===== src/hdl/page_table_walker_with_free_list_macros.svh =====
// Assertion macros shared by the page table walker modules.
`ifndef PAGE_TABLE_WALKER_WITH_FREE_LIST_MACROS_SVH
`define PAGE_TABLE_WALKER_WITH_FREE_LIST_MACROS_SVH
`ifndef SYNTHESIS
`define PTWFL_ASSERT_CLK(label, clk, rstn, prop) \
  label: assert property (@(posedge clk) disable iff (!rstn) prop) \
    else $error("assertion failed");
`define PTWFL_ASSERT(label, prop) `PTWFL_ASSERT_CLK(label, clk_i, rst_ni, prop)
`else
`define PTWFL_ASSERT_CLK(label, clk, rstn, prop)
`define PTWFL_ASSERT(label, prop)
`endif
`endif


===== src/hdl/ptwfl_pkg.sv =====
// Types and constants of the page table walker with free list.
`default_nettype none
package ptwfl_pkg;

  typedef enum logic [2:0] {
    OP_WRITE   = 3'd0,
    OP_READ    = 3'd1,
    OP_SETHEAD = 3'd2,
    OP_LOOKUP  = 3'd3,
    OP_MAP     = 3'd4,
    OP_ALLOC   = 3'd5,
    OP_FREE    = 3'd6
  } op_e;

  typedef enum logic [1:0] {
    ST_OK       = 2'd0,
    ST_EMPTY    = 2'd1,
    ST_MISALIGN = 2'd2,
    ST_RANGE    = 2'd3
  } st_e;

  typedef enum logic [4:0] {
    S_IDLE, S_DECODE, S_RAW_RD, S_WALK, S_WALK_CHK, S_POP_CHK, S_LK_RD,
    S_CLR, S_CLR_ENT, S_MAP_RQ, S_MAP_WR, S_AL_RDE, S_AL_RDL, S_AL_CHK,
    S_AL_WE, S_AL_WP, S_FR_WL, S_FR_RQ, S_FR_WE, S_FIN
  } state_e;

  typedef enum logic [2:0] {RA_WIDX, RA_WALK, RA_HEAD, RA_LOC, RA_PA} ra_sel_e;
  typedef enum logic [2:0] {WA_WIDX, WA_CLR, WA_LOGLOC, WA_LOC, WA_PA} wa_sel_e;
  typedef enum logic [2:0] {
    WD_DATA, WD_ZERO, WD_LOGVAL, WD_MAPFIN, WD_ALLOC, WD_FREELINK, WD_FREEENT
  } wd_sel_e;
  typedef enum logic {VS_WD, VS_RD} val_sel_e;

  localparam logic [63:0] FLAG_P  = 64'h0000_0000_0000_0001;
  localparam logic [63:0] FLAG_W  = 64'h0000_0000_0000_0002;
  localparam logic [63:0] FLAG_S  = 64'h0000_0000_0000_0004;
  localparam logic [63:0] FLAG_NX = 64'h8000_0000_0000_0000;

  typedef struct packed {
    logic     capture;
    logic     rd;
    ra_sel_e  ra;
    logic     wr;
    wa_sel_e  wa;
    wd_sel_e  wd;
    logic     set_st;
    st_e      st;
    logic     init_walk;
    logic     step;
    logic     pop;
    logic     set_loc;
    logic     set_loc_widx;
    logic     set_val;
    val_sel_e vs;
    logic     clr_start;
    logic     clr_step;
    logic     ent_step;
    logic     v_load;
    logic     lk_load;
    logic     head_from_hd;
    logic     head_from_page;
    logic     head_from_lk;
    logic     out_load;
  } cmd_t;

  typedef struct packed {
    op_e  op;
    logic widx_oob;
    logic page_zero;
    logic page_ok;
    logic phys_mis;
    logic root_oob;
    logic head_zero;
    logic hd_zero;
    logic at_target;
    logic e_present;
    logic nf_oob;
    logic pop_ok;
    logic lk_ok;
    logic loc_is_pa;
    logic n_zero;
    logic clr_last;
    logic ent_last;
    logic out_free;
  } sts_t;

endpackage
`default_nettype wire


===== src/hdl/ptwfl_ctrl.sv =====
// Controller state machine sequencing walks, table clearing and list updates.
`default_nettype none
`include "page_table_walker_with_free_list_macros.svh"
module ptwfl_ctrl (
  input  wire logic           clk_i,
  input  wire logic           rst_ni,
  input  wire logic           in_valid_i,
  output logic                in_ready_o,
  input  wire ptwfl_pkg::sts_t sts_i,
  output ptwfl_pkg::cmd_t     cmd_o
);
  import ptwfl_pkg::*;

  state_e state_q, state_d;

  always_ff @(posedge clk_i or negedge rst_ni) begin
    if (!rst_ni) begin
      state_q <= S_IDLE;
    end else begin
      state_q <= state_d;
    end
  end

  always_comb begin
    state_d = state_q;
    case (state_q)
      S_IDLE: if (in_valid_i) state_d = S_DECODE;
      S_DECODE: begin
        case (sts_i.op)
          OP_WRITE: state_d = S_FIN;
          OP_READ: state_d = sts_i.widx_oob ? S_FIN : S_RAW_RD;
          OP_SETHEAD: state_d = S_FIN;
          OP_LOOKUP: state_d = sts_i.root_oob ? S_FIN : S_WALK;
          OP_MAP: state_d = (sts_i.phys_mis || sts_i.root_oob) ? S_FIN : S_WALK;
          OP_ALLOC: state_d = (sts_i.head_zero || sts_i.root_oob) ? S_FIN : S_WALK;
          OP_FREE: begin
            if (sts_i.page_zero || !sts_i.page_ok || sts_i.root_oob) begin
              state_d = S_FIN;
            end else begin
              state_d = S_WALK;
            end
          end
          default: state_d = S_FIN;
        endcase
      end
      S_RAW_RD: state_d = S_FIN;
      S_WALK: begin
        if (sts_i.at_target) begin
          case (sts_i.op)
            OP_LOOKUP: state_d = S_LK_RD;
            OP_MAP: state_d = sts_i.n_zero ? S_MAP_RQ : S_CLR;
            OP_ALLOC: state_d = S_AL_RDE;
            OP_FREE: state_d = S_FR_WL;
            default: state_d = S_FIN;
          endcase
        end else begin
          state_d = S_WALK_CHK;
        end
      end
      S_WALK_CHK: begin
        if (sts_i.op == OP_MAP && !sts_i.e_present) begin
          state_d = sts_i.hd_zero ? S_FIN : S_POP_CHK;
        end else begin
          state_d = sts_i.nf_oob ? S_FIN : S_WALK;
        end
      end
      S_POP_CHK: state_d = sts_i.pop_ok ? S_WALK : S_FIN;
      S_LK_RD: state_d = S_FIN;
      S_CLR: if (sts_i.clr_last) state_d = S_CLR_ENT;
      S_CLR_ENT: state_d = sts_i.ent_last ? S_MAP_RQ : S_CLR;
      S_MAP_RQ: state_d = S_MAP_WR;
      S_MAP_WR: state_d = S_FIN;
      S_AL_RDE: state_d = sts_i.loc_is_pa ? S_AL_CHK : S_AL_RDL;
      S_AL_RDL: state_d = S_AL_CHK;
      S_AL_CHK: state_d = sts_i.lk_ok ? S_AL_WE : S_FIN;
      S_AL_WE: state_d = S_AL_WP;
      S_AL_WP: state_d = S_FIN;
      S_FR_WL: state_d = S_FR_RQ;
      S_FR_RQ: state_d = S_FR_WE;
      S_FR_WE: state_d = S_FIN;
      S_FIN: if (sts_i.out_free) state_d = S_IDLE;
      default: state_d = S_IDLE;
    endcase
  end

  always_comb begin
    cmd_o = '0;
    cmd_o.ra = RA_WALK;
    cmd_o.wa = WA_LOC;
    cmd_o.wd = WD_ZERO;
    cmd_o.st = ST_OK;
    cmd_o.vs = VS_WD;
    in_ready_o = 1'b0;
    case (state_q)
      S_IDLE: begin
        in_ready_o = 1'b1;
        cmd_o.capture = in_valid_i;
      end
      S_DECODE: begin
        case (sts_i.op)
          OP_WRITE, OP_READ: begin
            if (sts_i.widx_oob) begin
              cmd_o.set_st = 1'b1;
              cmd_o.st = ST_RANGE;
            end else if (sts_i.op == OP_WRITE) begin
              cmd_o.wr = 1'b1;
              cmd_o.wa = WA_WIDX;
              cmd_o.wd = WD_DATA;
              cmd_o.set_val = 1'b1;
              cmd_o.set_loc_widx = 1'b1;
            end else begin
              cmd_o.rd = 1'b1;
              cmd_o.ra = RA_WIDX;
              cmd_o.set_loc_widx = 1'b1;
            end
          end
          OP_SETHEAD: begin
            if (!sts_i.page_ok) begin
              cmd_o.set_st = 1'b1;
              cmd_o.st = ST_RANGE;
            end else begin
              cmd_o.head_from_page = 1'b1;
            end
          end
          OP_LOOKUP: begin
            cmd_o.set_st = sts_i.root_oob;
            cmd_o.st = ST_RANGE;
            cmd_o.init_walk = 1'b1;
          end
          OP_MAP: begin
            cmd_o.set_st = sts_i.phys_mis || sts_i.root_oob;
            cmd_o.st = sts_i.phys_mis ? ST_MISALIGN : ST_RANGE;
            cmd_o.init_walk = 1'b1;
          end
          OP_ALLOC: begin
            cmd_o.set_st = sts_i.head_zero || sts_i.root_oob;
            cmd_o.st = sts_i.head_zero ? ST_EMPTY : ST_RANGE;
            cmd_o.init_walk = 1'b1;
          end
          OP_FREE: begin
            cmd_o.set_st = !sts_i.page_zero && (!sts_i.page_ok || sts_i.root_oob);
            cmd_o.st = ST_RANGE;
            cmd_o.init_walk = 1'b1;
          end
          default: cmd_o.set_st = 1'b0;
        endcase
      end
      S_RAW_RD: begin
        cmd_o.set_val = 1'b1;
        cmd_o.vs = VS_RD;
      end
      S_WALK: begin
        cmd_o.rd = 1'b1;
        cmd_o.ra = RA_WALK;
        if (sts_i.at_target) begin
          cmd_o.set_loc = 1'b1;
          cmd_o.clr_start = 1'b1;
        end
      end
      S_WALK_CHK: begin
        if (sts_i.op == OP_MAP && !sts_i.e_present) begin
          cmd_o.set_st = sts_i.hd_zero;
          cmd_o.st = ST_EMPTY;
          cmd_o.rd = !sts_i.hd_zero;
          cmd_o.ra = RA_HEAD;
        end else begin
          cmd_o.set_st = sts_i.nf_oob;
          cmd_o.st = ST_RANGE;
          cmd_o.step = !sts_i.nf_oob;
        end
      end
      S_POP_CHK: begin
        cmd_o.set_st = !sts_i.pop_ok;
        cmd_o.st = ST_RANGE;
        cmd_o.pop = sts_i.pop_ok;
      end
      S_LK_RD: begin
        cmd_o.set_val = 1'b1;
        cmd_o.vs = VS_RD;
      end
      S_CLR: begin
        cmd_o.wr = 1'b1;
        cmd_o.wa = WA_CLR;
        cmd_o.wd = WD_ZERO;
        cmd_o.clr_step = 1'b1;
      end
      S_CLR_ENT: begin
        cmd_o.wr = 1'b1;
        cmd_o.wa = WA_LOGLOC;
        cmd_o.wd = WD_LOGVAL;
        cmd_o.ent_step = 1'b1;
      end
      S_MAP_RQ: begin
        cmd_o.rd = 1'b1;
        cmd_o.ra = RA_LOC;
      end
      S_MAP_WR: begin
        cmd_o.wr = 1'b1;
        cmd_o.wa = WA_LOC;
        cmd_o.wd = WD_MAPFIN;
        cmd_o.set_val = 1'b1;
        cmd_o.head_from_hd = 1'b1;
      end
      S_AL_RDE: begin
        cmd_o.v_load = 1'b1;
        cmd_o.rd = !sts_i.loc_is_pa;
        cmd_o.ra = RA_PA;
      end
      S_AL_RDL: cmd_o.lk_load = 1'b1;
      S_AL_CHK: begin
        cmd_o.set_st = !sts_i.lk_ok;
        cmd_o.st = ST_RANGE;
      end
      S_AL_WE: begin
        cmd_o.wr = 1'b1;
        cmd_o.wa = WA_LOC;
        cmd_o.wd = WD_ALLOC;
        cmd_o.set_val = 1'b1;
      end
      S_AL_WP: begin
        cmd_o.wr = 1'b1;
        cmd_o.wa = WA_PA;
        cmd_o.wd = WD_ZERO;
        cmd_o.set_val = sts_i.loc_is_pa;
        cmd_o.head_from_lk = 1'b1;
      end
      S_FR_WL: begin
        cmd_o.wr = 1'b1;
        cmd_o.wa = WA_PA;
        cmd_o.wd = WD_FREELINK;
      end
      S_FR_RQ: begin
        cmd_o.rd = 1'b1;
        cmd_o.ra = RA_LOC;
      end
      S_FR_WE: begin
        cmd_o.wr = 1'b1;
        cmd_o.wa = WA_LOC;
        cmd_o.wd = WD_FREEENT;
        cmd_o.set_val = 1'b1;
        cmd_o.head_from_page = 1'b1;
      end
      S_FIN: cmd_o.out_load = sts_i.out_free;
      default: in_ready_o = 1'b0;
    endcase
  end

  `PTWFL_ASSERT(a_accept_leaves_idle, (in_valid_i && in_ready_o) |=> (state_q == S_DECODE))
  `PTWFL_ASSERT(a_clear_needs_table, (state_q == S_CLR) |-> !sts_i.n_zero)
  `PTWFL_ASSERT(a_load_when_free, cmd_o.out_load |-> sts_i.out_free)
endmodule
`default_nettype wire


===== config.mk =====
export PLATFORM = sky130hd
export DESIGN_NAME = ptwfl_ctrl
export DESIGN_NICKNAME = d
export VERILOG_FILES = /design/src/hdl/ptwfl_pkg.sv /design/src/hdl/ptwfl_ctrl.sv
export VERILOG_INCLUDE_DIRS = /design/src /design/src/hdl
export SDC_FILE = /design/constraint.sdc
export NUM_CORES = 1
export LEC_CHECK = 0
export ABC_CLOCK_PERIOD_IN_PS = 2000
export BUFFER_PORTS_ARGS = -buffer_cell sky130_fd_sc_hd__buf_2
export CORE_MARGIN = 4
export CORE_UTILIZATION = 30
export DETAILED_ROUTE_END_ITERATION = 10
export PLACE_DENSITY = 0.67
export SYNTH_ARGS = -nofsm -noshare
export SYNTH_HDL_FRONTEND = slang
export SYNTH_SLANG_ARGS = --single-unit

===== constraint.sdc =====
create_clock -name clk_i -period 2 [get_ports clk_i]
set_input_delay 0.1 -clock clk_i [delete_from_list [all_inputs] [get_ports clk_i]]
set_output_delay 0.1 -clock clk_i [all_outputs]
set_load 0.01 [all_outputs]

==> results.ini <==
[detailed_routing]
vias_per_cell = 5.48
drtIter0Drc = 252
ant_nets = 0
top_layer_used = met4
firstDrtPassIters = 4
vias = 1732
met2WireLength_um = 2080
drc = 0
route.met3.wl_um = 375
avgRoutedWirePerCell_um = 14.6
wl_met1_um = 2090
wirelength_um = 4630

[global_route]
grt_pass1_wl_um = 7470
grt_pass1_vias = 1595
gr-total-overflow = 0
grt_use_total_pct = 17.4
antenna_found_initial = 0
grt_max_degree = 17

[logic_synthesis]
syn_area_per_cell_sq_um = 6.04
syn-num-nets = 229
yosys.area.top_type = nor2_1
synth_area_leaders = nor2_1 10%, dfrtp_1 10%, a21oi_1 7.6%
synth_flop_cell = dfrtp_1
synth_top_area_share_pct = 10.3
synth_cell_type_count = 47
ys_warn_count = 0
synth_edf_count = 0
synth_seq_cells = 5
synth_area_sq_mm = 0.00124
seq_area_frac_synth_pct = 10.1
synth-async-reset-ratio_pct = 100
syn_inst = 206

[clocking]
clk_latency_ns = 0.22
cts_buffers = 3
cts_sinks = 5
cts_tree = done
path_clk_slew_ns = 0.04
cts_max_level = 1
clock-root-buffer = clkbuf_8
clk_path_buf_depth = 2

[layout]
n_fill_cell = 437
syn_to_final_growth_pct = 38.8
largest_reg_flops = 5
antenna-diode-count = 0
mostFrequentLayoutCells = 54 x buf_2, 33 x nor2_1, 23 x nand2_1
drive_above_1_share_pct = 33.5
final_common_cell = buf_2
multi_input_area_sq_mm = 0.00102
reg_top3 = state_q: 5 flops
largest_register = state_q
nets = 290
ff_latch_area_sq_um = 130

[timing]
relSlewSlack_pct = 68.7
final_max_slew_viol_count = 0
finalClockSkew_ns = 0.00539
max_freq_mhz = 521
fin_hold_ws_ns = 0.169
rsz0062_at_grt = false
period_needed_ns = 1.92
tightest_slew_ns = 0.457
hold_viol = 0
setup_viol = 0
fin_setup_tns_ns = 0
final.period_utilization_pct = 95.9

[setup_path]
critPathLaunchType = flip-flop
required_ns = 1.90
worstPathArrival_ns = 1.82
crit_type = flip-flop to primary output
cp_max_fo = 8
crit_path_end_kind = primary output

[die]
start_util_pct = 31.1
dieHeight_um = 72.4
io_pins = 55
core-area_sq_mm = 0.00400
chipWidth_um = 72.4
rows = 23
die_area_sq_mm = 0.00524

[placement]
portBuffers = 54
place.gp.congestion = 0.889
hpwl_um = 3740

[power]
ir_drop_uv = 573
powerDensity_mw_per_mm2 = 1100
total_leakage_power_nw = 0.820

[status]
status = completed

[worst_hold_path]
hp-class = input port to flip-flop

[run]
drv_cap = 0

through the flow:
stage | instance area [sq um] | utilization, % | setup WS (ns) | power, mW | std cells
detailed placement | 1610 | 40.3 | 0.207 | 1.61 | 309
global route | 1730 | 43.2 | 0.0153 | 2.06 | 316
floorplan | 1240 | - | 0.428 | 1.15 | 206
CTS | 1670 | 41.7 | 0.00831 | 1.81 | 314
finish | 1730 | 43.2 | 0.0815 | 1.90 | 316
global placement | 1610 | 40.3 | 0.218 | 1.61 | 309
worst paths after layout:
check / slack, ns / depth (start not counted) / startpoint / endpoint
setup / recovery: 0.08 / 5 / state_q[4] / cmd_o[18]
hold / removal: 0.17 / 3 / sts_i[10] / state_q[1]
setup reg to reg: 0.21 / 7 / state_q[1] / state_q[4]
hold reg to reg: 0.74 / 3 / state_q[4] / state_q[1]
max in group asynchronous: 1.62 / 2 / rst_ni / state_q[2]
min in group asynchronous: 0.23 / 2 / rst_ni / state_q[4]
synth_stat cells (2+ instances only):
cell type and n:
a2111oi_0 2, a211oi_1 2, a21o_1 2, a21oi_1 19
a22o_1 3, a22oi_1 2, a31oi_1 3, and2_1 2
and3_1 3, buf_2 13, buf_4 3, clkbuf_1 2
dfrtp_1 5, inv_1 6, nand2_1 23, nand2b_1 6
nand3_1 4, nor2_1 34, nor2b_1 7, nor3_1 10
nor3b_1 4, o21a_1 2, o21ai_0 14, o22ai_1 5
o32a_1 4, or2_1 3, or3_1 3
power breakdown:
| part | internal (mW) | total, mW | leakage (nW) | switching [mW] |
|---|---|---|---|---|
| combinational | 0.653 | 1.48 | 0.740 | 0.829 |
| clock | 0.137 | 0.185 | 0.0228 | 0.0480 |
| sequential | 0.148 | 0.236 | 0.0569 | 0.0874 |
| total | 0.938 | 1.90 | 0.820 | 0.964 |
routing by layer:
metal	global-route usage [%]	vias to the layer above
met5	0	-
met4	4.51	0
met3	2.91	12
met2	27.9	85
met1	24.1	766
li1	-	869
cells by family (layout without fill, tap and decap cells):
group,count (synthesis),count (layout),synth area share [%]
buffers and inverters,25,85,9.76
and+or+nand+nor,106,106,43.2
DFF,5,5,10.1
AOI/OAI and AO/OA,67,67,34.8
xor gates and xnor gates,2,2,1.41
muxes,1,1,0.805
timing repair:
item	CTS	global route
setup buffers	0	2
gates resized for setup	1	9
hold buffers	1	0
endpoints found under the setup margin	1	10
endpoints found under the hold margin	5	0
worst max-delay path, stage by stage, from the launching register on:
cell      delay [ns]
dfrtp_2         0.46
or3b_1          0.42
or3_4           0.36
o221ai_2        0.09
or2_1           0.13
buf_2           0.13
area by class of cell:
class / count / share of cell area [%]
inverters: 6 / 1.30
multi-input cells: 176 / 59.3
repair buffers: 75 / 25.7
flip-flops and latches: 5 / 7.54
well taps: 50 / 3.62
clock buffers: 4 / 2.61
Note: power is estimated with default switching activity, not from simulation.
